**src/hw/rtl/lmm_pkg.sv**
```systemverilog
// Shared types, constants and the channel compare helper for the line morphology block.
// Used by every module under hw/rtl; depends on nothing else.
package lmm_pkg;

    // Defaults for the top-level parameters
    localparam int MAX_RADIUS_DEF = 15;
    localparam int MAX_LINE_DEF   = 4096;

    // Configuration port shape
    localparam int CFG_IDX_W = 1;
    localparam int CFG_DAT_W = 4;
    localparam logic [CFG_IDX_W-1:0] REG_MODE   = 1'b0;
    localparam logic [CFG_IDX_W-1:0] REG_RADIUS = 1'b1;

    // Mode codes
    localparam logic MODE_DILATE = 1'b0;
    localparam logic MODE_ERODE  = 1'b1;

    // Window limit field: a tap offset up to 2 * 15, the largest 4-bit radius
    localparam int LIM_W = 6;

    localparam logic [7:0] CHAN_MAX = 8'd255;

    typedef struct packed {
        logic [7:0] in_alpha;
        logic [7:0] in_red;
        logic [7:0] in_green;
        logic [7:0] in_blue;
        logic       last_in_line;
    } in_beat_t;

    typedef struct packed {
        logic [7:0] out_alpha;
        logic [7:0] out_red;
        logic [7:0] out_green;
        logic [7:0] out_blue;
        logic       end_of_line;
    } out_beat_t;

    typedef struct packed {
        logic [7:0] alpha;
        logic [7:0] red;
        logic [7:0] green;
        logic [7:0] blue;
    } pixel_t;

    // One window evaluation handed from the controller to the lanes
    typedef struct packed {
        logic             valid;
        logic [LIM_W-1:0] limit;
        logic             eol;
        logic             mode;
    } job_t;

    // Control that travels beside the lane data through the merge stages
    typedef struct packed {
        logic valid;
        logic eol;
        logic mode;
    } stage_ctl_t;

    typedef enum logic {
        ST_RUN,
        ST_FLUSH
    } lmm_state_t;

    // Neutral pixel: loses every compare in the given mode
    function automatic pixel_t lmm_ident(input logic mode);
        logic [7:0] v;
        v = (mode == MODE_ERODE) ? CHAN_MAX : 8'd0;
        return '{alpha: v, red: v, green: v, blue: v};
    endfunction

    function automatic logic [7:0] lmm_pick8(input logic mode, input logic [7:0] a,
                                             input logic [7:0] b);
        logic a_wins;
        a_wins = (mode == MODE_ERODE) ? (a < b) : (a > b);
        return a_wins ? a : b;
    endfunction

    // Per-channel maximum (dilate) or minimum (erode)
    function automatic pixel_t lmm_pick(input logic mode, input pixel_t a, input pixel_t b);
        pixel_t r;
        r.alpha = lmm_pick8(mode, a.alpha, b.alpha);
        r.red   = lmm_pick8(mode, a.red,   b.red);
        r.green = lmm_pick8(mode, a.green, b.green);
        r.blue  = lmm_pick8(mode, a.blue,  b.blue);
        return r;
    endfunction

endpackage

```
**src/hw/rtl/lmm_lanes.sv**
```systemverilog
// Tap line of the last 2*MAX_RADIUS+1 pixels and one masking lane per tap.
// Each lane registers its pixel or the neutral value. Depends on lmm_pkg.
module lmm_lanes #(
    parameter int MAX_RADIUS = lmm_pkg::MAX_RADIUS_DEF
) (
    input  logic                clk,
    input  logic                rst_n,
    input  logic                shift,
    input  lmm_pkg::pixel_t     pix,
    input  lmm_pkg::job_t       job,
    input  logic                take,
    output logic                free,
    output lmm_pkg::stage_ctl_t s1_ctl,
    output lmm_pkg::pixel_t     lane [2*MAX_RADIUS+1]
);

    localparam int DEPTH = 2 * MAX_RADIUS + 1;

    lmm_pkg::pixel_t     taps_reg [DEPTH];
    lmm_pkg::pixel_t     lane_reg [DEPTH];
    lmm_pkg::pixel_t     tap_src  [DEPTH];
    lmm_pkg::stage_ctl_t s1_ctl_reg;
    lmm_pkg::pixel_t     ident;

    assign free   = !s1_ctl_reg.valid || take;
    assign s1_ctl = s1_ctl_reg;
    assign ident  = lmm_pkg::lmm_ident(job.mode);

    // Shift the new pixel into the tap line
    always_ff @(posedge clk)
    begin
        if (shift)
        begin
            taps_reg[0] <= pix;
            for (int k = 1; k < DEPTH; k++)
                taps_reg[k] <= taps_reg[k-1];
        end
    end

    // Lanes see the line as it stands after this beat
    assign tap_src[0] = shift ? pix : taps_reg[0];
    for (genvar k = 1; k < DEPTH; k++)
    begin : g_src
        assign tap_src[k] = shift ? taps_reg[k-1] : taps_reg[k];
    end

    // Mask taps outside the window and register each lane
    for (genvar k = 0; k < DEPTH; k++)
    begin : g_lane
        always_ff @(posedge clk)
        begin
            if (free)
                lane_reg[k] <= (int'(job.limit) >= k) ? tap_src[k] : ident;
        end
        assign lane[k] = lane_reg[k];
    end

    // Hold lane-stage control
    always_ff @(posedge clk or negedge rst_n)
    begin
        if (!rst_n)
            s1_ctl_reg <= '0;
        else if (free)
            s1_ctl_reg <= '{valid: job.valid, eol: job.eol, mode: job.mode};
    end

endmodule

```
**config.mk**
```make
export PLATFORM = sky130hd
export DESIGN_NAME = lmm_lanes
export DESIGN_NICKNAME = d
export VERILOG_FILES = /design/src/hw/rtl/lmm_pkg.sv /design/src/hw/rtl/lmm_lanes.sv
export SDC_FILE = /design/constraint.sdc
export NUM_CORES = 2
export LEC_CHECK = 0
export ABC_AREA = 1
export BUFFER_PORTS_ARGS = -buffer_cell sky130_fd_sc_hd__buf_2
export CAP_MARGIN = 30
export CORE_AREA = 2 2 408 410
export DETAILED_ROUTE_END_ITERATION = 16
export DIE_AREA = 0 0 410 412
export HOLD_SLACK_MARGIN = 0.08
export PLACE_DENSITY_LB_ADDON = 0.15
export RECOVER_POWER = 50
export SYNTH_ARGS = -nofsm -noshare
export SYNTH_HDL_FRONTEND = slang
export SYNTH_SLANG_ARGS = --single-unit
```
**constraint.sdc**
```tcl
create_clock -name clk -period 29.2 [get_ports clk]
set_input_delay 2.92 -clock clk [delete_from_list [all_inputs] [get_ports clk]]
set_output_delay 2.92 -clock clk [all_outputs]
set_load 0.02 [all_outputs]
```
==> results.md <==
* Post-route antenna net violation count at 0
* Core Region at 0.1642 mm2
* Clock buffer count from CTS at 199
* Hold Buf Count CTS at 0
* Synthesized netlist cell count at 6831
* Yosys cell types at 22
* Post-Place Cell Area at approximately 0.086 mm2
* Clock buffer depth at 3
* Worst path required time at between 20000 and 30000 ps
* DRT Pass-1 Iters at 8
* Final hold vios at 0
* TNS Setup at 0 ps
* Largest net degree at the start of global routing at around 250
* Failing checks: max-capacitance violations, max-slew violations
* Post-layout util at between 50% and 60%
* I/O Buffers at roughly 1000
* Tmin final at between 15000 and 20000 ps
* Synthesis warning total at 0
* Clk sinks at just under 2000
* Share of cells above drive strength 1 at a little under a tenth
* Max frequency at 0.05849 GHz
* Vias per cell at approximately 5.4
* Rows at 149
* PostCTS Resize Cnt at 0
* Syn_nets at around 6900
* Startpoint types: primary input
* Tightest Pin Transition at ~8400 ps
* Leakage at between 30 and 40 nW
* Initial Util at about half
* Wirelength per Cell at approximately 25 um
* Total GRT Usage at about 29%
* Crit. End Element: flip-flop
* Post-CTS Setup Bufs at 0
* Sequential-to-total area share from yosys stat at about three quarters
* Die Width at 410 um
* VDD IR max at around 0.00006 V
* Final setup viols at 0
* Post-layout instance area at 0.09187 mm2
* Global-route wire length before repair at 349700 um
* Vias in the first global route at 50444
* PD cells at 75.46 mW/mm2
* Synth-to-Final Area Change at 15.68%
* Grt total ovfl at 0
* DR vias at about 54000
* WP data arrival at around 18000 ps
* Die ar. at around 0.17 mm2
* Relative max-transition margin at -458.0%
* Nets at 7792
* Routed wire length at ~250000 um
* Die height at 412 um
* Initial antenna violation count at 19
* CTS root buf: clkbuf_16
* Clk slew on worst S/H paths at 60 ps
* Netlist Area Pre-Place at about 0.08 mm2
* Final period util at ~60%
* Fin. max-slew vios at 1210
* RSZ-0062 raised after global routing: no
* Total I/O pin count at 1041
* Clk_lat worst skew at roughly 850 ps
* Detailed Place HPWL at ~170000 um
* Max cap viols at 12
* Initial DRC count at 6293
* Synth Register Bits at approximately 2000
* Avg Cell Area, Syn at around 12 um2
* H-tree depth at 4
* CTS tree: built
* Hold_ws at ~430 ps
* Hold Crit Class: flip-flop to flip-flop
* Pwr Total at 6.933 mW
* Final GP Congestion at slightly above 0.9
* DRC viols at 0
* Status: finished, violations left
* Critical path class: primary input to flip-flop
* Clk_skew at ~38 ps
* CP max FO at ~160
-- power breakdown --
part	switching [mW]	internal, mW	leakage, nW
Sequential	0.185	3.44	19.9
Clock	1.10	1.46	3.14
Combinational	0.569	0.175	15.5
Total	1.86	5.07	38.5
-- layer usage --
| metal | part of all wire (%) | global-route usage [%] | vias up |
|---|---|---|---|
| li1 | - | - | 24816 |
| met1 | 40 | 39.09 | 26689 |
| met2 | 46 | 44.70 | 2580 |
| met3 | 8.9 | 5.493 | 404 |
| met4 | 5.0 | 12.63 | 2 |
| met5 | 0.0028 | 0 | - |
-- cells in the mapped netlist --
| cell | n | share of area, % |
|---|---|---|
| nand2_1 | 2825 | 13 |
| inv_1 | 444 | 2.1 |
| inv_2 | 8 | 0.038 |
| nand3_2 | 1 | 0.013 |
| o21ai_0 | 933 | 5.9 |
| nor2_4 | 1 | 0.014 |
| nand3_1 | 93 | 0.59 |
| buf_2 | 196 | 1.2 |
| nand2_2 | 3 | 0.024 |
| o21ai_1 | 88 | 0.55 |
| edfxtp_1 | 1952 | 74 |
| clkbuf_1 | 156 | 0.74 |
| or2_2 | 11 | 0.087 |
| nor2_1 | 17 | 0.080 |
| buf_1 | 13 | 0.061 |
| dfxtp_1 | 32 | 0.81 |
| o21ai_2 | 2 | 0.022 |
| o211ai_1 | 2 | 0.019 |
| buf_4 | 48 | 0.45 |
| o21bai_1 | 1 | 0.0095 |
| dfrtp_1 | 3 | 0.095 |
| buf_6 | 2 | 0.028 |
-- through the flow --
step | setup WS (ps) | instances
2_1_floorplan | 2118 | 6831
3_3_place_gp | 20640 | 9727
3_5_place_dp | 20520 | 9731
4_1_cts | 21460 | 10094
5_1_grt | 10650 | 10098
6_report | 12100 | 10105
-- cells by family (layout without fill, tap and decap cells) --
kind of cell / Yosys count / count (layout) / synth area share [%]
simple gates: 2951 / 2951 / 14.16
flops: 1987 / 1987 / 74.71
compound gates: 1026 / 1026 / 6.485
buf+inv: 867 / 1945 / 4.652
other cells: 0 / 7 / 0
-- layout by cell type, fill, tap and decap left out, types with 17 or more instances in the layout --
cell,Yosys,routed
o21ai_1,88,77
clkinv_2,0,28
clkbuf_16,0,203
clkbuf_1,156,767
edfxtp_1,1952,1952
buf_4,48,68
clkinv_1,0,46
bufinv_16,0,19
buf_2,196,325
inv_1,444,444
nand2_1,2825,2821
nor2_1,17,17
o21ai_0,933,941
nand3_1,93,84
dfxtp_1,32,32
-- area by class of cell --
type                    instances  area (um2)
fillers                     14415       72370
flip-flops and latches       1987       59330
multi-input cells            3977       16500
clock buffers                 249        5303
repair buffers               1130        5120
well taps                    2189        2739
inverters                     452        1698
clock inverters               114        1161
diodes                          7       17.52
-- worst max-delay path, stage by stage --
cell and delay [ps]:
clkbuf_1 3150, clkbuf_1 2130, clkbuf_1 5070, buf_4 1280, buf_4 720, buf_4 820
buf_4 860, o21ai_0 230, nand2_1 110, nand2_1 60
-- path summary, 6_finish.rpt --
kind,start,endpoint,slack (ps),depth (start not counted)
min in group asynchronous,rst_n,s1_ctl[0]$_DFFE_PN0P_,1880,1
setup / recovery,shift,lane_reg[1][398]$_DFFE_PP_,12100,10
hold / removal,taps_reg[1][4]$_DFF_P_,taps_reg[1][36]$_DFFE_PP_,430,0
setup reg to reg,s1_ctl[2]$_DFFE_PN0P_,lane_reg[0][15]$_DFFE_PP_,19230,4
hold reg to reg,taps_reg[1][4]$_DFF_P_,taps_reg[1][36]$_DFFE_PP_,430,0
max in group asynchronous,rst_n,s1_ctl[2]$_DFFE_PN0P_,27160,1
No activity file was read; power rests on OpenSTA's default activity.
