File: config.mk
export PLATFORM = sky130hd
export DESIGN_NAME = lmm_merge
export DESIGN_NICKNAME = d
export VERILOG_FILES = /design/src/hw/rtl/lmm_pkg.sv /design/src/hw/rtl/lmm_merge.sv
export SDC_FILE = /design/constraint.sdc
export NUM_CORES = 2
export LEC_CHECK = 0
export BUFFER_PORTS_ARGS = -buffer_cell sky130_fd_sc_hd__buf_2
export CORE_AREA = 2 2 396 398
export DETAILED_ROUTE_END_ITERATION = 12
export DIE_AREA = 0 0 398 400
export HOLD_SLACK_MARGIN = 0.05
export PLACE_DENSITY_LB_ADDON = 0.25
export SETUP_SLACK_MARGIN = 0.4
export SYNTH_ARGS = -nofsm -noshare
export SYNTH_HDL_FRONTEND = slang
export SYNTH_SLANG_ARGS = --single-unit
File: constraint.sdc
create_clock -name clk -period 39.2 [get_ports clk]
set_input_delay 1.96 -clock clk [delete_from_list [all_inputs] [get_ports clk]]
set_output_delay 1.96 -clock clk [all_outputs]
set_load 0.02 [all_outputs]
File: src/hw/rtl/lmm_pkg.sv
// Shared types, constants and the channel compare helper for the line morphology block.
// Used by every module under hw/rtl; depends on nothing else.
package lmm_pkg;

    // Defaults for the top-level parameters
    localparam int MAX_RADIUS_DEF = 15;
    localparam int MAX_LINE_DEF   = 4096;

    // Configuration port shape
    localparam int CFG_IDX_W = 1;
    localparam int CFG_DAT_W = 4;
    localparam logic [CFG_IDX_W-1:0] REG_MODE   = 1'b0;
    localparam logic [CFG_IDX_W-1:0] REG_RADIUS = 1'b1;

    // Mode codes
    localparam logic MODE_DILATE = 1'b0;
    localparam logic MODE_ERODE  = 1'b1;

    // Window limit field: a tap offset up to 2 * 15, the largest 4-bit radius
    localparam int LIM_W = 6;

    localparam logic [7:0] CHAN_MAX = 8'd255;

    typedef struct packed {
        logic [7:0] in_alpha;
        logic [7:0] in_red;
        logic [7:0] in_green;
        logic [7:0] in_blue;
        logic       last_in_line;
    } in_beat_t;

    typedef struct packed {
        logic [7:0] out_alpha;
        logic [7:0] out_red;
        logic [7:0] out_green;
        logic [7:0] out_blue;
        logic       end_of_line;
    } out_beat_t;

    typedef struct packed {
        logic [7:0] alpha;
        logic [7:0] red;
        logic [7:0] green;
        logic [7:0] blue;
    } pixel_t;

    // One window evaluation handed from the controller to the lanes
    typedef struct packed {
        logic             valid;
        logic [LIM_W-1:0] limit;
        logic             eol;
        logic             mode;
    } job_t;

    // Control that travels beside the lane data through the merge stages
    typedef struct packed {
        logic valid;
        logic eol;
        logic mode;
    } stage_ctl_t;

    typedef enum logic {
        ST_RUN,
        ST_FLUSH
    } lmm_state_t;

    // Neutral pixel: loses every compare in the given mode
    function automatic pixel_t lmm_ident(input logic mode);
        logic [7:0] v;
        v = (mode == MODE_ERODE) ? CHAN_MAX : 8'd0;
        return '{alpha: v, red: v, green: v, blue: v};
    endfunction

    function automatic logic [7:0] lmm_pick8(input logic mode, input logic [7:0] a,
                                             input logic [7:0] b);
        logic a_wins;
        a_wins = (mode == MODE_ERODE) ? (a < b) : (a > b);
        return a_wins ? a : b;
    endfunction

    // Per-channel maximum (dilate) or minimum (erode)
    function automatic pixel_t lmm_pick(input logic mode, input pixel_t a, input pixel_t b);
        pixel_t r;
        r.alpha = lmm_pick8(mode, a.alpha, b.alpha);
        r.red   = lmm_pick8(mode, a.red,   b.red);
        r.green = lmm_pick8(mode, a.green, b.green);
        r.blue  = lmm_pick8(mode, a.blue,  b.blue);
        return r;
    endfunction

endpackage

File: src/hw/rtl/lmm_merge.sv
// Merge tree: folds the lanes into groups of four, then the groups into one result beat.
// The group results are registered, and the output register holds the beat. Depends on lmm_pkg.
module lmm_merge #(
    parameter int MAX_RADIUS = lmm_pkg::MAX_RADIUS_DEF
) (
    input  logic                clk,
    input  logic                rst_n,
    input  lmm_pkg::stage_ctl_t s1_ctl,
    input  lmm_pkg::pixel_t     lane [2*MAX_RADIUS+1],
    output logic                take,
    output logic                out_valid,
    input  logic                out_ready,
    output lmm_pkg::out_beat_t  out_data
);

    localparam int DEPTH = 2 * MAX_RADIUS + 1;
    localparam int NG    = (DEPTH + 3) / 4;

    lmm_pkg::pixel_t     part_reg  [NG];
    lmm_pkg::pixel_t     part_next [NG];
    lmm_pkg::stage_ctl_t s2_ctl_reg;
    lmm_pkg::out_beat_t  out_reg;
    logic                out_valid_reg;
    logic                en_out;
    lmm_pkg::pixel_t     total;

    assign en_out    = !out_valid_reg || out_ready;
    assign take      = !s2_ctl_reg.valid || en_out;
    assign out_valid = out_valid_reg;
    assign out_data  = out_reg;

    // Fold each group of four lanes
    always_comb
    begin
        for (int g = 0; g < NG; g++)
        begin
            part_next[g] = lane[4*g];
            for (int j = 1; j < 4; j++)
            begin
                if (4*g + j < DEPTH)
                    part_next[g] = lmm_pkg::lmm_pick(s1_ctl.mode, part_next[g], lane[4*g + j]);
            end
        end
    end

    always_ff @(posedge clk)
    begin
        if (take)
            part_reg <= part_next;
    end

    always_ff @(posedge clk or negedge rst_n)
    begin
        if (!rst_n)
            s2_ctl_reg <= '0;
        else if (take)
            s2_ctl_reg <= s1_ctl;
    end

    // Fold the group results
    always_comb
    begin
        total = part_reg[0];
        for (int g = 1; g < NG; g++)
            total = lmm_pkg::lmm_pick(s2_ctl_reg.mode, total, part_reg[g]);
    end

    // Hold the result beat until taken
    always_ff @(posedge clk)
    begin
        if (en_out)
            out_reg <= '{out_alpha: total.alpha, out_red: total.red, out_green: total.green,
                         out_blue: total.blue, end_of_line: s2_ctl_reg.eol};
    end

    always_ff @(posedge clk or negedge rst_n)
    begin
        if (!rst_n)
            out_valid_reg <= 1'b0;
        else if (en_out)
            out_valid_reg <= s2_ctl_reg.valid;
    end

endmodule

==> implementation parameters <==
Parameter                              Value

Outcome
  Status ... complete, no violations

Logic synthesis
  Main combinational cell family by area after synthesis ... adder cells
  Mux contribution to synthesized area ... 14.42%
  Total of flip-flops plus latches after synthesis ... 293
  Mapped cell area ... 48250 um^2
  Sequential share of the synthesized area ... 18.19%
  Mapped Nets ... 7385
  Number of standard cells after synthesis ... 5427
  Ys async rst share ... 1.365%
  Count of flip-flops with a built-in enable after synthesis ... 289
  Distinct cell type count after synthesis ... 64
  Area share of and/or/nand/nor cells after synthesis ... 10.33%
  Most used flip-flop cell after synthesis ... sky130_fd_sc_hd__edfxtp_1
  Xor and xnor area share after synthesis ... 0%
  Share of Yosys cell area claimed by the top area cell type ... 24.89%
  Mean area per synthesized cell ... 8.891 um^2
  Area leader, netlist ... sky130_fd_sc_hd__ha_1
  Top post-synthesis cells by area ... sky130_fd_sc_hd__ha_1 25%, sky130_fd_sc_hd__edfxtp_1 18%, sky130_fd_sc_hd__mux2_2 12%, sky130_fd_sc_hd__inv_1 6.9%, sky130_fd_sc_hd__a21o_1 4.1%
  Adder-Cell Fraction of Synth Area ... 24.89%
  Post-synthesis compound-gate area fraction ... 24.10%
  Number of warnings reported in the yosys synthesis log ... 0

Clocking
  Clock net sink count ... 293
  TritonCTS buffer count ... 40
  Buffer cell driving the clock tree root ... sky130_fd_sc_hd__clkbuf_16
  H-Tree Level Count ... 2
  Total of cells resized after clock tree synthesis ... 0
  Clock tree from TritonCTS ... yes
  Clock insertion delay at the later pin of the skew report ... 0.61 ns
  Clock transition time at the flip-flop clock pins of the worst setup and hold paths ... 0.06 ns
  Buffers inserted during post-CTS setup optimization ... 0
  Total of hold buffers inserted after clock tree synthesis ... 0
  Maximum clock path buffer count ... 3

STA
  Final hold vios ... 0
  Post-Route Skew ... 0.03105 ns
  Post-route setup TNS ... 0 ns
  Worst Tran Pin Value ... 1.105 ns
  Fin crit period ... 14.69 ns
  Setup violators final ... 0
  Upper clock frequency limit ... 68.08 MHz
  Setup repair after global routing missed its margin ... no
  Slew headroom ... 26.03%
  Slew Viols, Final ... 0
  Crit share post-route ... 37.47%

Power
  Static leakage ... 0.02904 uW
  Total power per unit cell area ... 55.53 nW/um^2
  Highest ir drop seen on vdd ... 0.04409 mV

Routing
  Wirelength per Cell ... 21.42 um
  DR vias/cell ... 5.320
  DRC viols ... 0
  Vias ... 45520
  DR pass1 iterations ... 7
  Post-Route WL ... 183200 um
  Remaining antenna violation count ... 0
  Starting DRC count in detailed routing ... 2496

Critical path
  Worst Reg2Reg Path Length in Cells ... 55
  Category of the worst setup path capture point ... register
  Worst EP required ... 39.53 ns
  CP peak stage delay ... 0.90 ns
  Cell with the most instances on the worst path ... sky130_fd_sc_hd__a21oi_1
  Highest fanout seen on the critical path ... 24
  RR Endpoint ... out_data[25]$_DFFE_PP_
  Launch point of the worst reg-to-reg path ... s2_ctl_reg[0]$_DFFE_PN0P_
  Reg2Reg Setup Slack ... 24.51 ns
  Cell type of the slowest stage on the worst timing path ... sky130_fd_sc_hd__o211ai_1
  Setup crit start kind ... register
  CP Data Arrival Time ... 15.01 ns
  Setup CP Type ... register to register

Place
  Cell area after placement ... 55600 um^2
  Post-DP HPWL ... 158000 um
  Total of buffers placed on input and output ports ... 1032
  Placer's final routability congestion estimate ... 0.9584

Hold path
  Cell count of the worst hold path ... 0
  Hold Path Sink ... out_data[0]$_DFFE_PP_
  Start point of the worst hold path ... s2_ctl_reg[1]$_DFFE_PN0P_
  HP Class ... register to register

Global route
  Aggregate global-route resource usage ... 21.97%
  Vias in the first global route ... 44550
  Initial antenna violation count ... 108
  First-pass GRT wire length ... 269300 um
  Maximum number of pins on one net before global-route repair ... 62
  Overflow after GRT ... 0

Final layout
  Layout cell share with drive strength beyond 1 ... 27.49%
  Fillers ... 16110
  Number of nets in the layout ... 8373
  Largest register FFs ... 256
  Area Growth Syn to Fin ... 18.38%
  Cell area after layout ... 57120 um^2
  Utilization after layout ... 36.82%
  Area of the multi-input gates ... 35580 um^2
  Sequential Area ... 8780 um^2

Flow run
  Number of max-cap violations ... 0

Die
  Number of placement rows ... 145
  Core box area ... 155100 um^2
  Overall die area ... 159200 um^2
  Height of the die ... 400 um
  Initial core utilization ... 31.10%
  Number of top-level pins ... 1033
  Chip width ... 398 um
==> stage by stage <==
step / hold WS (ns) / setup slack, ns / instances / total power, uW
after detailed placement: 0.4467 / 24.69 / 8431 / 2757
after CTS: 0.4488 / 24.68 / 8503 / 3175
after global placement: 0.4300 / 24.91 / 8431 / 2722
after floorplan: 0.4211 / 26.57 / 5427 / 2171
after global routing: 0.4689 / 23.36 / 8544 / 3474
final: 0.4495 / 24.51 / 8556 / 3172
==> worst max-delay path by stage <==
stage                         startpoint                      to  slack [ns]  depth (start not counted)
2_1_floorplan    part_reg[217]$_DFFE_PP_  out_data[30]$_DFFE_PP_       26.57                         66
3_3_place_gp   s2_ctl_reg[0]$_DFFE_PN0P_  out_data[25]$_DFFE_PP_       24.91                         55
3_5_place_dp   s2_ctl_reg[0]$_DFFE_PN0P_   out_data[5]$_DFFE_PP_       24.69                         56
4_1_cts        s2_ctl_reg[0]$_DFFE_PN0P_   out_data[5]$_DFFE_PP_       24.68                         56
5_1_grt        s2_ctl_reg[0]$_DFFE_PN0P_  out_data[28]$_DFFE_PP_       23.36                         54
6_report       s2_ctl_reg[0]$_DFFE_PN0P_  out_data[25]$_DFFE_PP_       24.51                         55
==> metal layers <==
| layer | wire [um] | up-vias | part of all wire, % | track usage [%] |
|---|---|---|---|---|
| li1 | - | 22380 | - | - |
| met1 | 84440 | 21640 | 46 | 29.36 |
| met2 | 83060 | 1176 | 45 | 35.75 |
| met3 | 10260 | 277 | 5.6 | 3.978 |
| met4 | 5209 | 44 | 2.8 | 6.791 |
| met5 | 270 | - | 0.15 | 0 |
==> Yosys cell counts, drive strengths merged (19+ instances only) <==
| library cell | count |
|---|---|
| o22ai | 29 |
| a311oi | 40 |
| edfxtp | 289 |
| and3 | 24 |
| o211ai | 29 |
| nand4 | 229 |
| o31a | 126 |
| nor2 | 174 |
| nand2 | 132 |
| nand2b | 49 |
| clkbuf | 59 |
| a211oi | 54 |
| inv | 892 |
| o221ai | 49 |
| o21bai | 48 |
| nor3 | 106 |
| a2bb2oi | 126 |
| ha | 960 |
| mux2 | 532 |
| mux2i | 81 |
| nor2b | 121 |
| nand3 | 55 |
| buf | 44 |
| o21ai | 302 |
| a211o | 19 |
| and2 | 37 |
| o21a | 123 |
| a21oi | 275 |
| a31oi | 60 |
| a21o | 272 |
==> logic make-up (layout without fill, tap and decap cells) <==
family,after synthesis,count (layout)
buf+inv,995,2013
fa+ha+maj,960,960
other cells,0,53
simple gates,949,949
flops,293,293
mux,613,613
compound gates,1617,1617
==> cell type report <==
| type | count | area share, % |
|---|---|---|
| antenna | 53 | 0.2322 |
| clock buffer | 51 | 1.860 |
| clock inverter | 21 | 0.5630 |
| inverter | 892 | 5.875 |
| multi-input combinational | 4139 | 62.30 |
| sequential | 293 | 15.37 |
| tap | 2058 | 4.508 |
| timing repair buffer | 1049 | 9.292 |
==> power breakdown <==
part	internal [uW]	total, uW	switching [uW]
sequential	467	548	80.5
combinational	925	2230	1310
clock	239	394	155
total	1630	3170	1540
==> cells in the final DEF (no fill, tap or decap), types with 16 or more instances in the layout <==
master                         n
sky130_fd_sc_hd__a211o_1      19
sky130_fd_sc_hd__a211oi_1     49
sky130_fd_sc_hd__a21o_1      266
sky130_fd_sc_hd__a21oi_1     273
sky130_fd_sc_hd__a2bb2oi_1   126
sky130_fd_sc_hd__a311oi_2     16
sky130_fd_sc_hd__a31oi_1      60
sky130_fd_sc_hd__and2_1       37
sky130_fd_sc_hd__and3_1       24
sky130_fd_sc_hd__buf_2      1031
sky130_fd_sc_hd__buf_4        17
sky130_fd_sc_hd__clkbuf_16    40
sky130_fd_sc_hd__diode_2      53
sky130_fd_sc_hd__edfxtp_1    289
sky130_fd_sc_hd__ha_1        960
sky130_fd_sc_hd__inv_1       890
sky130_fd_sc_hd__mux2_2      532
sky130_fd_sc_hd__mux2i_1      40
sky130_fd_sc_hd__mux2i_2      41
sky130_fd_sc_hd__nand2_1     132
sky130_fd_sc_hd__nand2b_1     48
sky130_fd_sc_hd__nand3_1      55
sky130_fd_sc_hd__nand4_1     229
sky130_fd_sc_hd__nor2_1      174
sky130_fd_sc_hd__nor2b_1     121
sky130_fd_sc_hd__nor3_1      104
sky130_fd_sc_hd__o211ai_1     29
sky130_fd_sc_hd__o21a_1      123
sky130_fd_sc_hd__o21ai_0     270
sky130_fd_sc_hd__o21ai_1      19
sky130_fd_sc_hd__o21bai_1     48
sky130_fd_sc_hd__o221ai_1     43
sky130_fd_sc_hd__o22ai_1      29
sky130_fd_sc_hd__o31a_1      126
==> worst max-delay path: cells and delay by family, from the launching register on <==
| kind | cells | cell delay, ns |
|---|---|---|
| mux | 2 | 0.83 |
| compound gates | 33 | 7.70 |
| simple gates | 12 | 2.86 |
| fa+ha+maj | 6 | 1.69 |
| buf+inv | 2 | 0.62 |
| flops | 1 | 0.66 |
Power figures use the tool's default switching activity.
