**src/hw/rtl/lmm_pkg.sv**
```systemverilog
// Shared types, constants and the channel compare helper for the line morphology block.
// Used by every module under hw/rtl; depends on nothing else.
package lmm_pkg;

    // Defaults for the top-level parameters
    localparam int MAX_RADIUS_DEF = 15;
    localparam int MAX_LINE_DEF   = 4096;

    // Configuration port shape
    localparam int CFG_IDX_W = 1;
    localparam int CFG_DAT_W = 4;
    localparam logic [CFG_IDX_W-1:0] REG_MODE   = 1'b0;
    localparam logic [CFG_IDX_W-1:0] REG_RADIUS = 1'b1;

    // Mode codes
    localparam logic MODE_DILATE = 1'b0;
    localparam logic MODE_ERODE  = 1'b1;

    // Window limit field: a tap offset up to 2 * 15, the largest 4-bit radius
    localparam int LIM_W = 6;

    localparam logic [7:0] CHAN_MAX = 8'd255;

    typedef struct packed {
        logic [7:0] in_alpha;
        logic [7:0] in_red;
        logic [7:0] in_green;
        logic [7:0] in_blue;
        logic       last_in_line;
    } in_beat_t;

    typedef struct packed {
        logic [7:0] out_alpha;
        logic [7:0] out_red;
        logic [7:0] out_green;
        logic [7:0] out_blue;
        logic       end_of_line;
    } out_beat_t;

    typedef struct packed {
        logic [7:0] alpha;
        logic [7:0] red;
        logic [7:0] green;
        logic [7:0] blue;
    } pixel_t;

    // One window evaluation handed from the controller to the lanes
    typedef struct packed {
        logic             valid;
        logic [LIM_W-1:0] limit;
        logic             eol;
        logic             mode;
    } job_t;

    // Control that travels beside the lane data through the merge stages
    typedef struct packed {
        logic valid;
        logic eol;
        logic mode;
    } stage_ctl_t;

    typedef enum logic {
        ST_RUN,
        ST_FLUSH
    } lmm_state_t;

    // Neutral pixel: loses every compare in the given mode
    function automatic pixel_t lmm_ident(input logic mode);
        logic [7:0] v;
        v = (mode == MODE_ERODE) ? CHAN_MAX : 8'd0;
        return '{alpha: v, red: v, green: v, blue: v};
    endfunction

    function automatic logic [7:0] lmm_pick8(input logic mode, input logic [7:0] a,
                                             input logic [7:0] b);
        logic a_wins;
        a_wins = (mode == MODE_ERODE) ? (a < b) : (a > b);
        return a_wins ? a : b;
    endfunction

    // Per-channel maximum (dilate) or minimum (erode)
    function automatic pixel_t lmm_pick(input logic mode, input pixel_t a, input pixel_t b);
        pixel_t r;
        r.alpha = lmm_pick8(mode, a.alpha, b.alpha);
        r.red   = lmm_pick8(mode, a.red,   b.red);
        r.green = lmm_pick8(mode, a.green, b.green);
        r.blue  = lmm_pick8(mode, a.blue,  b.blue);
        return r;
    endfunction

endpackage

```
**src/hw/rtl/lmm_ctrl.sv**
```systemverilog
// Line controller: configuration registers, pixel counters and the end-of-line flush sequencer.
// Issues one window job per owed result. Depends on lmm_pkg.
module lmm_ctrl #(
    parameter int MAX_RADIUS = lmm_pkg::MAX_RADIUS_DEF,
    parameter int MAX_LINE   = lmm_pkg::MAX_LINE_DEF
) (
    input  logic                          clk,
    input  logic                          rst_n,
    input  logic                          cfg_we,
    input  logic [lmm_pkg::CFG_IDX_W-1:0] cfg_index,
    input  logic [lmm_pkg::CFG_DAT_W-1:0] cfg_data,
    input  logic                          in_valid,
    input  logic                          in_last,
    input  logic                          lane_free,
    output logic                          in_ready,
    output logic                          shift,
    output lmm_pkg::job_t                 job
);

    localparam int RAD_W = $clog2(MAX_RADIUS + 1);
    localparam int CNT_W = $clog2(MAX_LINE);
    localparam int CMP_W = ((CNT_W > lmm_pkg::LIM_W) ? CNT_W : lmm_pkg::LIM_W) + 1;

    logic                          mode_reg;
    logic [lmm_pkg::CFG_DAT_W-1:0] radius_reg;
    lmm_pkg::lmm_state_t           state_reg, state_next;
    logic [CNT_W-1:0]              recv_reg, recv_next;
    logic [CNT_W-1:0]              emitted_reg, emitted_next;
    logic [RAD_W-1:0]              line_rad_reg, line_rad_next;
    logic [RAD_W-1:0]              flush_d_reg, flush_d_next;
    logic [CNT_W-1:0]              flush_i_reg, flush_i_next;

    logic [RAD_W-1:0] rad_sat;
    logic [RAD_W-1:0] rad_eff;
    logic [CNT_W-1:0] emit_eff;
    logic [CNT_W-1:0] gap;
    logic             line_start;
    logic             last;
    logic             accept;
    logic             steady_due;
    logic [CMP_W-1:0] cur_d, cur_i, cur_r, span, limit;

    // Hold configuration registers
    always_ff @(posedge clk or negedge rst_n)
    begin
        if (!rst_n)
        begin
            mode_reg   <= lmm_pkg::MODE_DILATE;
            radius_reg <= '0;
        end
        else if (cfg_we)
        begin
            unique case (cfg_index)
                lmm_pkg::REG_MODE:   mode_reg   <= cfg_data[0];
                lmm_pkg::REG_RADIUS: radius_reg <= cfg_data;
                default: ;
            endcase
        end
    end

    // Saturate radius to what the window holds
    assign rad_sat = (int'(radius_reg) > MAX_RADIUS) ? RAD_W'(MAX_RADIUS) : RAD_W'(radius_reg);

    // Line bookkeeping for the beat on the input
    assign line_start = (recv_reg == '0);
    assign rad_eff    = line_start ? rad_sat : line_rad_reg;
    assign emit_eff   = line_start ? '0 : emitted_reg;
    assign gap        = recv_reg - emit_eff;
    assign last       = in_last || (recv_reg == CNT_W'(MAX_LINE - 1));
    assign steady_due = (CMP_W'(gap) >= CMP_W'(rad_eff));

    assign in_ready = (state_reg == lmm_pkg::ST_RUN) && lane_free;
    assign accept   = in_valid && in_ready;
    assign shift    = accept;

    // Window reach: taps 0 .. min(distance + radius, index)
    always_comb
    begin
        if (state_reg == lmm_pkg::ST_FLUSH)
        begin
            cur_d = CMP_W'(flush_d_reg);
            cur_i = CMP_W'(flush_i_reg);
            cur_r = CMP_W'(line_rad_reg);
        end
        else
        begin
            cur_d = CMP_W'(gap);
            cur_i = CMP_W'(recv_reg);
            cur_r = CMP_W'(rad_eff);
        end
        span  = cur_d + cur_r;
        limit = (span < cur_i) ? span : cur_i;
    end

    // Advance state registers
    always_ff @(posedge clk or negedge rst_n)
    begin
        if (!rst_n)
        begin
            state_reg    <= lmm_pkg::ST_RUN;
            recv_reg     <= '0;
            emitted_reg  <= '0;
            line_rad_reg <= '0;
            flush_d_reg  <= '0;
            flush_i_reg  <= '0;
        end
        else
        begin
            state_reg    <= state_next;
            recv_reg     <= recv_next;
            emitted_reg  <= emitted_next;
            line_rad_reg <= line_rad_next;
            flush_d_reg  <= flush_d_next;
            flush_i_reg  <= flush_i_next;
        end
    end

    // Next state and job issue
    always_comb
    begin
        state_next    = state_reg;
        recv_next     = recv_reg;
        emitted_next  = emitted_reg;
        line_rad_next = line_rad_reg;
        flush_d_next  = flush_d_reg;
        flush_i_next  = flush_i_reg;
        job.valid     = 1'b0;
        job.eol       = 1'b0;
        job.mode      = mode_reg;
        job.limit     = limit[lmm_pkg::LIM_W-1:0];

        unique case (state_reg)
            lmm_pkg::ST_RUN:
            begin
                if (accept)
                begin
                    line_rad_next = rad_eff;
                    if (last)
                    begin
                        job.valid    = 1'b1;
                        job.eol      = (gap == '0);
                        recv_next    = '0;
                        emitted_next = '0;
                        if (gap != '0)
                        begin
                            state_next   = lmm_pkg::ST_FLUSH;
                            flush_d_next = RAD_W'(gap - CNT_W'(1));
                            flush_i_next = recv_reg;
                        end
                    end
                    else
                    begin
                        job.valid    = steady_due;
                        recv_next    = recv_reg + CNT_W'(1);
                        emitted_next = emit_eff + CNT_W'(steady_due);
                    end
                end
            end
            lmm_pkg::ST_FLUSH:
            begin
                if (lane_free)
                begin
                    job.valid = 1'b1;
                    job.eol   = (flush_d_reg == '0);
                    if (flush_d_reg == '0)
                        state_next = lmm_pkg::ST_RUN;
                    else
                        flush_d_next = flush_d_reg - RAD_W'(1);
                end
            end
            default: state_next = lmm_pkg::ST_RUN;
        endcase
    end

    // A job never reaches past twice the line radius
    a_limit_bound: assert property (@(posedge clk) disable iff (!rst_n)
        job.valid |-> (CMP_W'(job.limit) <= (cur_r << 1)))
        else $error("window limit beyond twice the radius");

    // Emitted results never run ahead of received pixels
    a_emit_behind: assert property (@(posedge clk) disable iff (!rst_n)
        emitted_reg <= recv_reg)
        else $error("emitted count ahead of received count");

    // The final result of a line closes it
    a_eol_closes: assert property (@(posedge clk) disable iff (!rst_n)
        (job.valid && job.eol) |=> (state_reg == lmm_pkg::ST_RUN) && (recv_reg == '0))
        else $error("line not closed after its final result");

endmodule

```
**config.mk**
```make
export PLATFORM = sky130hd
export DESIGN_NAME = lmm_ctrl
export DESIGN_NICKNAME = d
export VERILOG_FILES = /design/src/hw/rtl/lmm_pkg.sv /design/src/hw/rtl/lmm_ctrl.sv
export SDC_FILE = /design/constraint.sdc
export NUM_CORES = 1
export LEC_CHECK = 0
export BUFFER_PORTS_ARGS = -buffer_cell sky130_fd_sc_hd__buf_2
export CAP_MARGIN = 20
export CORE_ASPECT_RATIO = 2
export CORE_MARGIN = 1.5
export CORE_UTILIZATION = 60
export CTS_CLUSTER_SIZE = 25
export DETAILED_ROUTE_END_ITERATION = 12
export GPL_TIMING_DRIVEN = 0
export PLACE_DENSITY_LB_ADDON = 0.12
export SLEW_MARGIN = 20
export SYNTH_ARGS = -nofsm -noshare
export SYNTH_HDL_FRONTEND = slang
export SYNTH_SLANG_ARGS = --single-unit
```
**constraint.sdc**
```tcl
create_clock -name clk -period 8.03 [get_ports clk]
set_clock_uncertainty 0.15 [all_clocks]
set_input_delay 0.4015 -clock clk [delete_from_list [all_inputs] [get_ports clk]]
set_output_delay 0.4015 -clock clk [all_outputs]
set_load 0.02 [all_outputs]
```
==> metrics.yaml, run 1 <==
cts_root_buf: "clkbuf_16"
portBuffers: 21
setup_viol_count_final: 0
drv_slew: 0
path_max_fanout: 10
grt_pass1_wl_microns: 16580
syn2layout_area_growth_pct: 9.083
worst_path_max_delay_cell: "dfrtp_1"
grt_pass1_vias: 3481
io_pins: 22
crit_type: "reg2out"
grt_start_max_net_pins: 51
yosysMostFrequentCell: "nand2_1"
maxCapViolCount: 0
violations: "negative hold slack"
dp_hpwl_microns: 7949
yosys_warnings: 0
grt_usage_pct: 29.73
drt-total-wl_microns: 10230
rsz0062_at_grt: "false"
startpoint_type: "flop"
synth_cell_types: 65
n_fill_cell: 568
postCtsSetupBuffers: 0
max_slew_margin_pct: 38.34
hold_buffers: 0
hold_class: "in2async"
cts-htree-levels: 2
period_share_pct: 93.35
ant_nets: 0
cts_buffer_depth: 2
hold_viol: 20
die_y_microns: 121.2
worstPathRequired_ns: 7.48
synthXorXnorAreaFrac_pct: 5.199
row_count: 42
drive_above_1_share_pct: 16.05
dieWidth_microns: 62.08
gr-total-overflow: 0
synth_area_leaders: "dfrtp_1, ha_1, o21ai_0"
min_period_ns: 7.496
tightest_slew_ns: 0.9219
clkTransAtPathRegs_ns: 0.06
cts.sinks: 50
cp_data_arrival_time_ns: 6.94
ys.flop_type: "dfrtp_1"
syn_area_sq_um: 4188
cpPeakStageDelay_ns: 0.50
post_cts_resized: 0
dieArea_sq_um: 7520
antenna_found_initial: 0
routabilityCongestion: 0.8802
synth.mux.area_fraction_pct: 13.53
synth-simple-area-share_pct: 19.39
drtIter0Drc: 195
synth-edff-count: 0
holdWs_ns: -0.02686
yosysSeqAreaShare_pct: 29.88
netlist_top_cells_count: "nand2_1, dfrtp_1, o21ai_0"
synth-compound-area-share_pct: 16.46
synth_top_family_by_area: "simple AND/OR/NAND/NOR gates"
fmax_mhz: 133.4
cts_tree: "done"
synthAdderAreaFrac_pct: 11.71
avgSynthCellArea_sq_um: 9.164
drcViolationCount: 0
syn-num-nets: 506
numCtsBuffers: 5
synth_top_area_share_pct: 29.88
cp-end-kind: "output pin"
via_count: 3473
wl_per_cell_microns: 17.82
start_util_pct: 62.75
finalSetupTns_ns: 0
yosysTopAreaCell: "dfrtp_1"
via_per_inst: 6.051
coreArea_sq_um: 6674
clk_latency_ns: 0.29
num_antenna_cells: 0
ys_ff_latch: 50
status: "complete, but fails checks"
layout.nets: 534
synthArstFlopShare_pct: 100.0
first_pass_iters: 4
postSynthCellCount: 457
==> critical path, delay by kind of cell (launching register included) <==
family          cells  cell delay (ns)
fa+ha+maj           5             1.44
simple gates        7             1.13
flops               1             0.50
buf+inv             7             1.38
compound gates      7             1.39
xor+xnor            1             0.13
mux                 2             0.67
==> cells in the final DEF, fill, tap and decap left out, types with 2 or more instances in the layout <==
cell type / instances
nand2_1: 55
dfrtp_1: 50
o21ai_0: 49
ha_1: 36
nor2_1: 28
mux2i_1: 24
buf_2: 20
inv_1: 18
nand3_1: 17
a21oi_1: 16
mux2_2: 13
xor2_1: 12
mux2_4: 12
clkbuf_1: 11
xnor2_1: 11
and3_1: 9
a21o_1: 8
nand2b_1: 7
a31oi_1: 6
nor2b_1: 6
nor3_1: 5
nand4_1: 5
clkbuf_16: 5
o31ai_1: 4
nor4_1: 3
o211ai_1: 3
nor4b_1: 2
buf_1: 2
a21oi_2: 2
or3_1: 2
a211oi_1: 2
or2_2: 2
and2_1: 2
o21a_1: 2
a21oi_4: 2
fa_1: 2
buf_4: 2
==> cell type report <==
type                            count  area (sq um)  area share, %
Multi-Input combinational cell    372          2776          60.78
Clock buffer                        7         132.6          2.903
Sequential cell                    50          1251          27.39
Clock inverter                      1         30.03         0.6574
Tap cell                           88         110.1          2.410
Inverter                           20         75.07          1.643
Buffer                             15         85.08          1.863
Timing Repair Buffer               21         107.6          2.356
==> stage by stage <==
step                setup WS (ns)  cell area, sq um  utilization, %  instances  hold WS [ns]
floorplan                   1.959              4188               -        457      -0.04409
global placement            1.122              4403           65.97        566        0.3072
detailed placement         0.8854              4405           66.01        566        0.3148
CTS                        0.5591              4568           68.45        574       0.01701
global route              0.03122              4568           68.45        574       0.05591
finish                     0.5341              4568           68.45        574      -0.02686
==> path summary, 6_finish.rpt <==
kind,start,to,slack [ns],cells after the start
max reg2reg,recv_reg[0]$_DFFE_PN0P_,emitted_reg[10]$_DFFE_PN0P_,1.96,24
max in group asynchronous,rst_n,recv_reg[7]$_DFFE_PN0P_,7.30,1
min,rst_n,flush_i_reg[3]$_DFFE_PN0P_,-0.03,1
min in group clk,cfg_data[3],rad_sat[3]$_DFFE_PN0P_,0.19,2
max,recv_reg[0]$_DFFE_PN0P_,job[5],0.53,29
min reg2reg,emitted_reg[0]$_DFFE_PN0P_,emitted_reg[0]$_DFFE_PN0P_,0.32,2
==> logic make-up after synthesis <==
group,count (synthesis)
and+or+nand+nor,155
AOI/OAI and AO/OA,106
DFF,50
muxes,49
adders and majority gates,38
buffers and inverters,35
xor gates and xnor gates,24
==> routing by layer <==
metal / vias to the layer above / part of all wire, % / GRT usage [%]
li1: 1702 / - / -
met5: - / 0 / 0
met2: 71 / 54 / 52.47
met3: 21 / 3.4 / 4.158
met1: 1679 / 39 / 32.90
met4: 0 / 4.1 / 13.70
Power of run 1 is left out: the tool's default activity adds up to more than one toggle a clock period on the data nets, which glitch-free logic cannot reach.
==> run 2: changes to the inputs <==
--- a/config.mk
+++ b/config.mk
@@ -5,6 +5,7 @@
 export SDC_FILE = /design/constraint.sdc
 export NUM_CORES = 1
 export LEC_CHECK = 0
+export ABC_AREA = 1
 export BUFFER_PORTS_ARGS = -buffer_cell sky130_fd_sc_hd__buf_2
 export CAP_MARGIN = 20
 export CORE_ASPECT_RATIO = 2
==> metrics.yaml, run 2 <==
crit_family: "simple AND/OR/NAND/NOR gates"
first_pass_iters: 4
layout_commonest_cell: "nand2_1"
dp.cells: 745
grt_start_max_net_pins: 30
violations: "negative hold slack"
clk_latency_ns: 0.30
postSynthCellCount: 631
synth-compound-area-share_pct: 11.72
drive_above_1_share_pct: 17.55
maxCapViolCount: 0
synth_top_family_by_area: "simple AND/OR/NAND/NOR gates"
multiInputGateArea_sq_um: 2776
status: "complete, but fails checks"
synth_cell_types: 44
cts_tree: "done"
die_y_microns: 125.3
synth_top_area_share_pct: 27.90
yosys_warnings: 0
synthArstFlopShare_pct: 100.0
clkTransAtPathRegs_ns: 0.07
drt-total-wl_microns: 11960
row_count: 44
dieArea_sq_um: 8033
via_per_inst: 5.615
period_share_pct: 83.00
finalSetupTns_ns: 0
routabilityCongestion: 0.9292
syn-num-nets: 680
wl_per_cell_microns: 15.88
layout.nets: 709
netlist_top_cells_count: "nand2_1, inv_1, dfrtp_1"
gr-total-overflow: 0
grt_usage_pct: 31.34
postCtsSetupBuffers: 0
drtIter0Drc: 174
num_antenna_cells: 0
crit_type: "reg2out"
antenna_found_initial: 0
n_fill_cell: 688
grt_pass1_vias: 4178
synthXorXnorAreaFrac_pct: 2.734
dp_hpwl_microns: 9966
portBuffers: 21
max_slew_margin_pct: 51.15
cts_root_buf: "clkbuf_16"
yosysTopAreaCell: "dfrtp_1"
holdWs_ns: -0.0008793
dieWidth_microns: 64.13
setup_viol_count_final: 0
synthAdderAreaFrac_pct: 10.94
syn_area_sq_um: 4484
grt_pass1_wl_microns: 19430
synth.mux.area_fraction_pct: 1.646
startpoint_type: "flop"
avgSynthCellArea_sq_um: 7.107
ys.flop_type: "dfrtp_1"
numCtsBuffers: 5
rsz0062_at_grt: "false"
worst_path_max_delay_cell: "fa_1"
via_count: 4228
layout_common_cells: "nand2_1, inv_1, dfrtp_1"
ant_nets: 0
fmax_mhz: 150.0
synth-edff-count: 0
cpPeakStageDelay_ns: 0.51
io_pins: 22
min_period_ns: 6.665
cts_buffer_depth: 2
cts.sinks: 50
hold_buffers: 0
start_util_pct: 61.71
yosysMostFrequentCell: "nand2_1"
syn2layout_area_growth_pct: 9.012
finalNonFillerCells: 753
yosysSeqAreaShare_pct: 27.90
tightest_slew_ns: 0.7327
coreArea_sq_um: 7267
synth-simple-area-share_pct: 34.88
post_cts_resized: 0
ff_latch_area_sq_um: 1251
worstPathRequired_ns: 7.48
critPathMostFrequentCell: "nand2_1"
hold_viol: 2
worst-path-buf-inv: 5
synth_area_leaders: "dfrtp_1, nand2_1, ha_1"
ys_ff_latch: 50
hold_class: "in2async"
cp_data_arrival_time_ns: 6.11
drcViolationCount: 0
cts-htree-levels: 2
path_max_fanout: 10
drv_slew: 0
cp-end-kind: "output pin"
[run 2: changes by cell type after synthesis, sizes merged, moves of 14 or more]
cell   previous run  this run
mux2i            24         4
nand3            17        44
nand2            56       180
mux2             25         3
inv              19        98
nor3              6        20
[run 2: stage by stage]
stage / worst slack, ns / cell area, sq um / util (%)
2_1_floorplan: 2.959 / 4484 / -
6_report: 1.365 / 4888 / 67.27
3_5_place_dp: 1.698 / 4732 / 65.12
4_1_cts: 1.348 / 4888 / 67.27
5_1_grt: 0.9855 / 4888 / 67.27
3_3_place_gp: 1.768 / 4705 / 64.74
[run 2: logic make-up after synthesis]
group                      Yosys count
AOI/OAI and AO/OA                   95
xor gates and xnor gates            14
adders and majority gates           38
buffers and inverters              110
muxes                                7
DFF                                 50
and+or+nand+nor                    317
[run 2: path summary, 6_finish.rpt]
path	start	endpoint	slack (ns)	cells past startpoint
setup / recovery	recv_reg[1]$_DFFE_PN0P_	job[4]	1.37	31
hold / removal	rst_n	emitted_reg[9]$_DFFE_PN0P_	-0.0009	1
setup reg to reg	recv_reg[1]$_DFFE_PN0P_	emitted_reg[6]$_DFFE_PN0P_	3.00	23
hold reg to reg	flush_i_reg[1]$_DFFE_PN0P_	flush_i_reg[1]$_DFFE_PN0P_	0.34	2
max in group asynchronous	rst_n	flush_d_reg[3]$_DFFE_PN0P_	7.15	2
min in group clk	cfg_we	mode_reg$_DFFE_PN0P_	0.16	2
[run 2: layout make-up]
cell class                      instances  share of cell area [%]
Multi-Input combinational cell        471                   56.80
Sequential cell                        50                   25.60
Inverter                               98                   7.525
Clock buffer                            6                   2.841
Timing Repair Buffer                   22                   2.713
Tap cell                               92                   2.355
Buffer                                 12                   1.817
Clock inverter                          2                  0.3583
[run 2: worst register-to-register path: stages (launching register included)]
cell and delay (ns):
dfrtp_1 0.47, inv_1 0.13, ha_1 0.20, nand3_1 0.10
nor2_2 0.06, nand2_4 0.14, inv_2 0.09, nor2_1 0.22
ha_1 0.20, inv_1 0.09, fa_1 0.52, xor2_1 0.41
ha_1 0.30, o21ai_0 0.08, nand2_1 0.07, a21oi_1 0.32
nand4_1 0.30, ha_1 0.30, ha_1 0.25, nand4_1 0.14
or2_1 0.14, o21ai_0 0.08, nand3_1 0.07, o21ai_1 0.07
[run 2: layer usage]
metal  vias to the layer above  GRT usage [%]  share of wire, %
li1                       2121              -                 -
met1                      1989          32.22                37
met2                        88          59.62                56
met3                        30          2.608               2.6
met4                         0          17.65               5.0
met5                         -              0                 0
Power of run 2 is left out for the same reason.
==> run 3: changes to the inputs <==
==> constraint.sdc (replaced) <==
create_clock -name clk -period 6.2 [get_ports clk]
set_clock_uncertainty 0.15 [all_clocks]
set_input_delay 0.31 -clock clk [delete_from_list [all_inputs] [get_ports clk]]
set_output_delay 0.31 -clock clk [all_outputs]
set_load 0.02 [all_outputs]
==> metrics.yaml, run 3 (synthesis results as in run 2) <==
status: "finished clean"
dieArea_sq_um: 8033
path_max_fanout: 10
drcViolationCount: 0
num_antenna_cells: 0
coreArea_sq_um: 7267
cp_data_arrival_time_ns: 5.42
clkTransAtPathRegs_ns: 0.07
hold_viol: 0
finalNonFillerCells: 756
min_period_ns: 5.878
cp-end-kind: "output pin"
grt_usage_pct: 31.44
grt_start_max_net_pins: 30
cts_tree: "done"
period_share_pct: 94.80
die_y_microns: 125.3
layout.nets: 712
worst-path-buf-inv: 5
ant_nets: 0
antenna_found_initial: 0
start_util_pct: 61.71
fmax_mhz: 170.1
via_count: 4267
via_per_inst: 5.644
syn2layout_area_growth_pct: 11.13
numCtsBuffers: 5
drt-total-wl_microns: 12100
hold_class: "in2reg"
drive_above_1_share_pct: 19.28
grt_pass1_vias: 4186
holdWs_ns: 0.06294
cts-htree-levels: 2
dp.cells: 745
maxCapViolCount: 0
portBuffers: 21
drtIter0Drc: 189
dieWidth_microns: 64.13
drv_slew: 0
crit_type: "reg2out"
routabilityCongestion: 0.9292
cts_buffer_depth: 2
crit_family: "adder cells"
tightest_slew_ns: 0.7320
wl_per_cell_microns: 16.01
cts.sinks: 50
gr-total-overflow: 0
startpoint_type: "flop"
grt_pass1_wl_microns: 19460
layout_commonest_cell: "nand2_1"
io_pins: 22
critPathMostFrequentCell: "nand2_1"
layout_common_cells: "nand2_1, inv_1, dfrtp_1"
setup_viol_count_final: 0
first_pass_iters: 5
worstPathRequired_ns: 5.74
cts_root_buf: "clkbuf_16"
worst_path_max_delay_cell: "fa_2"
cpPeakStageDelay_ns: 0.64
max_slew_margin_pct: 51.20
clk_latency_ns: 0.30
dp_hpwl_microns: 9966
row_count: 44
## run 3: cell count changes in the layout (fill, tap and decap cells not counted), sizes merged
| cell | change |
|---|---|
| buf | +2 |
| dlygate4sd3 | +1 |
## run 3: path summary, 6_finish.rpt
kind,endpoint,cells after the start,slack [ns],from
setup / recovery,job[4],28,0.32,recv_reg[1]$_DFFE_PN0P_
hold / removal,mode_reg$_DFFE_PN0P_,2,0.06,cfg_we
setup reg to reg,emitted_reg[6]$_DFFE_PN0P_,23,1.31,recv_reg[1]$_DFFE_PN0P_
hold reg to reg,flush_i_reg[1]$_DFFE_PN0P_,2,0.34,flush_i_reg[1]$_DFFE_PN0P_
max in group asynchronous,recv_reg[1]$_DFFE_PN0P_,3,4.87,rst_n
min in group asynchronous,emitted_reg[9]$_DFFE_PN0P_,2,0.45,rst_n
## run 3: cell type report
cell class / count / area (sq um)
multi-input combinational: 471 / 2845
fill: 678 / 2283
sequential: 50 / 1252
inverter: 98 / 367.9
timing repair buffer: 25 / 157.7
clock buffer: 6 / 138.9
tap: 92 / 115.1
buffer: 12 / 88.84
clock inverter: 2 / 17.52
## run 3: what timing repair did
action / 4_1_cts / 5_1_grt
hold endpoints to repair: 28 / 0
resized for setup: 5 / 10
pin swaps: 0 / 3
setup buffers: 0 / 2
hold buffers: 1 / 0
setup endpoints to repair: 6 / 6
## run 3: metrics by stage
step                      setup slack, ns  util, %  setup TNS [ns]  area, sq um
final                              0.3223    68.58               0         4984
after global routing             -0.01764    68.58        -0.01775         4984
after CTS                         0.01382    67.70               0         4920
after detailed placement         -0.04042    65.12         -0.1190         4732
after global placement            0.02991    64.74               0         4705
after floorplan                     1.221        -               0         4484
## run 3: metal layers
metal / vias up / part of all wire (%) / global-route usage (%)
li1: 2123 / - / -
met1: 2008 / 37 / 32.24
met2: 103 / 56 / 59.13
met3: 33 / 2.2 / 2.698
met4: 0 / 5.0 / 19.15
met5: - / 0 / 0
## run 3: worst register-to-register path, cell delays in order, from the launching register on
cell and delay, ns:
dfrtp_2 0.46, inv_1 0.14, ha_1 0.16, nand3_1 0.10, nor2_2 0.16, nand2_4 0.13, inv_2 0.13, nor2_2 0.07
ha_1 0.18, inv_1 0.18, fa_2 0.54, ha_1 0.29, a21boi_0 0.13, o21ai_0 0.18, nand2_1 0.07, a21oi_1 0.33
nand4_1 0.31, ha_1 0.31, ha_1 0.25, nand4_1 0.14, or2_1 0.14, o21ai_0 0.08, nand3_1 0.07, o21ai_1 0.07
Power of run 3 is left out for the same reason.
